File: src/lzg_pkg.sv
`default_nettype none
package lzg_pkg;

  localparam int unsigned HIST_DEPTH_DEFAULT = 65536;

  localparam logic [31:0] OFFSET_BIAS = 32'd767;
  localparam logic [31:0] FAR_OFFSET  = 32'd3328;

  localparam logic [1:0] ST_RUN       = 2'd0;
  localparam logic [1:0] ST_END       = 2'd1;
  localparam logic [1:0] ST_EXHAUSTED = 2'd2;
  localparam logic [1:0] ST_BADOFF    = 2'd3;

  typedef enum logic [3:0] {
    PH_TAG, PH_LIT, PH_G1_DATA, PH_G1_STOP, PH_OFFBYTE,
    PH_SL_A, PH_SL_B0, PH_SL_B1, PH_G2_DATA, PH_G2_STOP
  } phase_e;

  typedef enum logic [2:0] {
    CS_IDLE, CS_EXEC, CS_READ, CS_ADV, CS_DONE
  } ctrl_state_e;

  typedef struct packed {
    logic latch_in;
    logic exec;
    logic copy_wr;
    logic adv;
    logic load_out;
  } cmd_t;

  typedef struct packed {
    logic drain;
    logic copy_nz;
    logic last_copy;
    logic exec_take;
    logic adv_done;
    logic out_full;
  } sts_t;

endpackage
`default_nettype wire

File: src/lzg_ctrl.sv
`default_nettype none
module lzg_ctrl
  import lzg_pkg::*;
(
  input  wire logic clk_i,
  input  wire logic rst_ni,
  input  wire logic in_valid_i,
  output logic      in_ready_o,
  input  wire sts_t sts_i,
  output cmd_t      cmd_o
);

  ctrl_state_e state_q, state_d;

  always_ff @(posedge clk_i or negedge rst_ni) begin
    if (!rst_ni) begin
      state_q <= CS_IDLE;
    end else begin
      state_q <= state_d;
    end
  end

  always_comb begin
    state_d    = state_q;
    cmd_o      = '0;
    in_ready_o = 1'b0;
    unique case (state_q)
      CS_IDLE: begin
        in_ready_o = !sts_i.out_full;
        if (in_valid_i && !sts_i.out_full) begin
          cmd_o.latch_in = 1'b1;
          state_d        = CS_EXEC;
        end
      end
      CS_EXEC: begin
        cmd_o.exec = 1'b1;
        if (sts_i.drain) begin
          state_d = sts_i.copy_nz ? CS_READ : CS_DONE;
        end else begin
          state_d = sts_i.exec_take ? CS_ADV : CS_DONE;
        end
      end
      CS_READ: begin
        cmd_o.copy_wr = 1'b1;
        state_d       = sts_i.last_copy ? CS_ADV : CS_DONE;
      end
      CS_ADV: begin
        cmd_o.adv = 1'b1;
        if (sts_i.adv_done) begin
          state_d = CS_DONE;
        end
      end
      CS_DONE: begin
        cmd_o.load_out = 1'b1;
        state_d        = CS_IDLE;
      end
      default: state_d = CS_IDLE;
    endcase
  end

endmodule
`default_nettype wire

File: config.mk
export PLATFORM = sky130hd
export DESIGN_NAME = lzg_ctrl
export DESIGN_NICKNAME = d
export VERILOG_FILES = /design/src/lzg_pkg.sv /design/src/lzg_ctrl.sv
export SDC_FILE = /design/constraint.sdc
export NUM_CORES = 1
export LEC_CHECK = 0
export ABC_AREA = 1
export ABC_CLOCK_PERIOD_IN_PS = 1100
export BUFFER_PORTS_ARGS = -buffer_cell sky130_fd_sc_hd__buf_2
export CAP_MARGIN = 20
export CORE_AREA = 2 2 39 41
export DETAILED_ROUTE_END_ITERATION = 10
export DIE_AREA = 0 0 41 43
export GPL_TIMING_DRIVEN = 0
export PLACE_DENSITY = 0.45
export REMOVE_ABC_BUFFERS = 1
export SLEW_MARGIN = 0
export SYNTH_ARGS = -nofsm -noshare
export SYNTH_HDL_FRONTEND = slang
export SYNTH_SLANG_ARGS = --single-unit
File: constraint.sdc
create_clock -name clk_i -period 1.1 [get_ports clk_i]
set_input_delay 0.22 -clock clk_i [delete_from_list [all_inputs] [get_ports clk_i]]
set_output_delay 0.22 -clock clk_i [all_outputs]
set_load 0.005 [all_outputs]
==> metrics list <==
- Required time at the endpoint of the critical path: around 0.88 ns
- The critical path is of the flip-flop to output port type.
- Including well taps, the total number of placed cells is 70.
* Violations in the final reports: setup timing
- The synthesized design contains 3 register bits.
- The number of global-route vias before repair was 331.
* Number of antenna violations at the first check in global routing: 0
- Data arrival, critical path: 1.06 ns
- Worst r2r dst: state_q[0]
- The most critical setup path has its startpoint at state_q[2].
- CTS built an H-tree with a depth of 1.
- Diode insertion count for antenna repair: 0
- Yosys attributes the largest share of cell area to sky130_fd_sc_hd__dfrtp_1 (31%), sky130_fd_sc_hd__nor2_1 (14%), sky130_fd_sc_hd__inv_1 (11%).
* Synthesis-to-finish area growth: 84.7%
* Cell count after synthesis: 40
* Number of routed nets with antenna violations: 0
- TritonCTS buffer count: 3
- Final setup margin: -0.177 ns
- Post-Place Worst Slack: -0.0320 ns
- Endpoints failing hold: 0
- Port bufs: 14
- STA classifies the critical path startpoint as a flip-flop.
- The worst hold path belongs to the class primary input to flip-flop.
* Width of the chip: 41 um
- Count of synthesis-stage warnings from yosys: 0
* Weighted congestion reported at the end of routability-driven placement: 0.740
- In the global route stage, overall resource usage came out at 0.0874.
* Proportion of netlist area held by the largest area contributor: 0.306
- Top Registers: state_q x3
- TritonCTS clock tree: built
- Detailed routing inserted a total of roughly 320 vias.
- Run status: complete, but fails checks
- Post-CTS clock slew at the launch and capture registers of the worst setup and hold paths: 0.04 ns
- Leakage Power: 0.250 nW
* Max Freq: between 700 and 800 MHz
* Pwr Density: 2530 nW/um2
- On the final layout, the worst clock skew is 0.00291 ns.
- In this run the cell area of the synthesized design comes to approximately 250 um2.
* Maximum fanout encountered on the critical timing path: 4
- Violation count after the first detailed-routing iteration: 4
- In this run the count of I/O pins placed on the die edge is 15.
- The share of the Yosys chip area taken by registers is 0.306.
- Launch point of the worst hold path: sts_i[1]
* Effective utilization at floorplan: 0.177
- In the routed layout, each cell is associated on average with a via count of just over 4.
- Instance count on the critical path: 4
- Across the run, the number of max-cap violations was 0.
- The worst pin sits at a relative slew slack of 0.852.
* Count of cells along the worst hold path: 4
- WL/cell: a little over 8 um
- At the pin with the least slew margin, the transition time is 0.220 ns.
* Worst reg-to-reg setup slack: 0.01 ns
* Site Rows: 14
- The clock passes through at most 2 buffers.
- # DRC: 0
- More flip-flops sit in one register than any other, and that register is state_q.
- Crit path time final: 1.28 ns
* Clock insertion delay at the later pin of the skew report: 0.23 ns
* Number of distinct library cells after synthesis: 12
- For hold timing, the worst endpoint is state_q[0].
- Together, buffers and inverters on the worst path number 2.
- Final setup violating endpoints: 6
* Global route total overflow: 0
- Cell class contributing the biggest share of worst-path delay: flip-flops
- The core region is 1380 um2.
- The first global-routing pass estimated 1040 um of wire.
- After routing, the total negative slack on setup checks comes to -0.937 ns.
- For this block, the routed nets add up to 661 um of wire.
- The startpoint identified for the worst register-to-register timing path is state_q[2].
- Buffer cell driving the clock tree root: sky130_fd_sc_hd__clkbuf_4
* Cell with the largest stage delay on the worst path: sky130_fd_sc_hd__dfrtp_2
- For this run, the slowest stage of the critical path takes 0.43 ns.
- Half-perimeter wire length after detailed placement: about 480 um
* Setup repair after global routing missed its margin: yes
* FF-to-FF path depth: 7
- STA classifies the critical path endpoint as an output port.
- Share of layout cells above drive strength 1: 0.594
* Total die area: around 1800 um2
* Final period utilization: 1.16
- Clock tree synthesis found a total of 3 sinks.
- After synthesis, the mean cell area works out to ~6 um2.
- Worst supply voltage drop on vdd: 0.756 mV
* Number of standard cells in the layout, taps in and fillers out: 80
- Slew Limit Fails: 0
* Flip-flop count of the largest register, all copies and words added: 3
- Summed over all instances, the cell type with the most area after synthesis is sky130_fd_sc_hd__dfrtp_1.
- Layout net count: between 70 and 80
* Number of detailed-routing iterations run before antenna repair: 3
* Post-layout power: 1.15 mW
- Measured along the y axis, the die boundary spans around 43 um.
- Pin count of the biggest net entering global routing: 5
- Cell-by-cell trace of the critical path: inv_2 > nand3_4 > nor3_2 > buf_2
-- metrics by stage --
stage | hold slack, ns | area (um2) | utilization
4_1_cts | 0.283 | 425 | 0.307
2_1_floorplan | -0.0756 | 245 | -
6_report | 0.300 | 453 | 0.327
3_5_place_dp | 0.0204 | 335 | 0.242
5_1_grt | 0.318 | 453 | 0.327
3_3_place_gp | 0.0177 | 335 | 0.242
-- worst register-to-register path, stage by stage (launching register included) --
cell                      delay (ns)
sky130_fd_sc_hd__dfrtp_2        0.43
sky130_fd_sc_hd__inv_2          0.10
sky130_fd_sc_hd__nand3_4        0.08
sky130_fd_sc_hd__buf_6          0.13
sky130_fd_sc_hd__nor2_4         0.10
sky130_fd_sc_hd__nor2_2         0.05
sky130_fd_sc_hd__nand2_1        0.06
sky130_fd_sc_hd__nand2_1        0.05
-- metal layers --
metal | track usage | vias to the layer above | wire length [um]
met2 | 0.153 | 4 | 388
met4 | 0.0600 | 0 | 0
met3 | 0.0314 | 0 | 24
li1 | - | 167 | -
met5 | 0 | - | 0
met1 | 0.0742 | 153 | 249
-- area by class of cell --
type	count	area, um2
Multi-Input combinational cell	28	175
Sequential cell	3	76.3
Fill cell	165	931
Tap cell	16	20.0
Timing Repair Buffer	20	121
Clock buffer	4	26.3
Inverter	9	33.8
-- repair_timing --
item,in CTS,in global routing
hold endpoints to repair,3,0
resized for setup,5,8
pin swaps,3,4
setup endpoints to repair,6,9
setup buffers,5,1
hold buffers,1,0
-- cell usage in the layout, fill, tap and decap left out --
cell                            count
sky130_fd_sc_hd__nor3_2             2
sky130_fd_sc_hd__dfrtp_2            1
sky130_fd_sc_hd__nor2_1             7
sky130_fd_sc_hd__inv_1              5
sky130_fd_sc_hd__dfrtp_1            2
sky130_fd_sc_hd__clkbuf_4           3
sky130_fd_sc_hd__buf_2             14
sky130_fd_sc_hd__nor2_4             1
sky130_fd_sc_hd__nand3_4            1
sky130_fd_sc_hd__buf_6              1
sky130_fd_sc_hd__nor3_4             1
sky130_fd_sc_hd__clkbuf_1           1
sky130_fd_sc_hd__inv_2              4
sky130_fd_sc_hd__nand2_1            5
sky130_fd_sc_hd__nand3_1            3
sky130_fd_sc_hd__nor2_2             4
sky130_fd_sc_hd__o21ai_0            1
sky130_fd_sc_hd__nand2_2            2
sky130_fd_sc_hd__dlygate4sd3_1      1
sky130_fd_sc_hd__buf_4              4
sky130_fd_sc_hd__o21a_1             1
-- kinds of logic after synthesis --
family	synth area share
flops	0.306
compound gates	0.0510
simple gates	0.505
buf+inv	0.138
-- cells in the mapped netlist --
| cell | number |
|---|---|
| sky130_fd_sc_hd__nor2_1 | 9 |
| sky130_fd_sc_hd__inv_1 | 7 |
| sky130_fd_sc_hd__nand2_1 | 7 |
| sky130_fd_sc_hd__dfrtp_1 | 3 |
| sky130_fd_sc_hd__nand3_1 | 3 |
| sky130_fd_sc_hd__nor2_2 | 3 |
| sky130_fd_sc_hd__inv_2 | 2 |
| sky130_fd_sc_hd__nor3_1 | 2 |
| sky130_fd_sc_hd__nand3_2 | 1 |
| sky130_fd_sc_hd__nor3_2 | 1 |
| sky130_fd_sc_hd__o21a_1 | 1 |
| sky130_fd_sc_hd__o21ai_0 | 1 |
-- report_power, final --
part	internal, mW	switching, mW	total [mW]
registers	0.162	0.0445	0.206
clock network	0.136	0.0551	0.191
logic	0.364	0.387	0.751
-- worst max path at each step --
stage          slack (ns)        to
3_5_place_dp        -0.03  cmd_o[4]
3_3_place_gp        -0.02  cmd_o[4]
5_1_grt             -0.24  cmd_o[0]
6_report            -0.18  cmd_o[4]
2_1_floorplan        0.12  cmd_o[4]
4_1_cts             -0.22  cmd_o[4]
No activity file was read; power rests on OpenSTA's default activity.
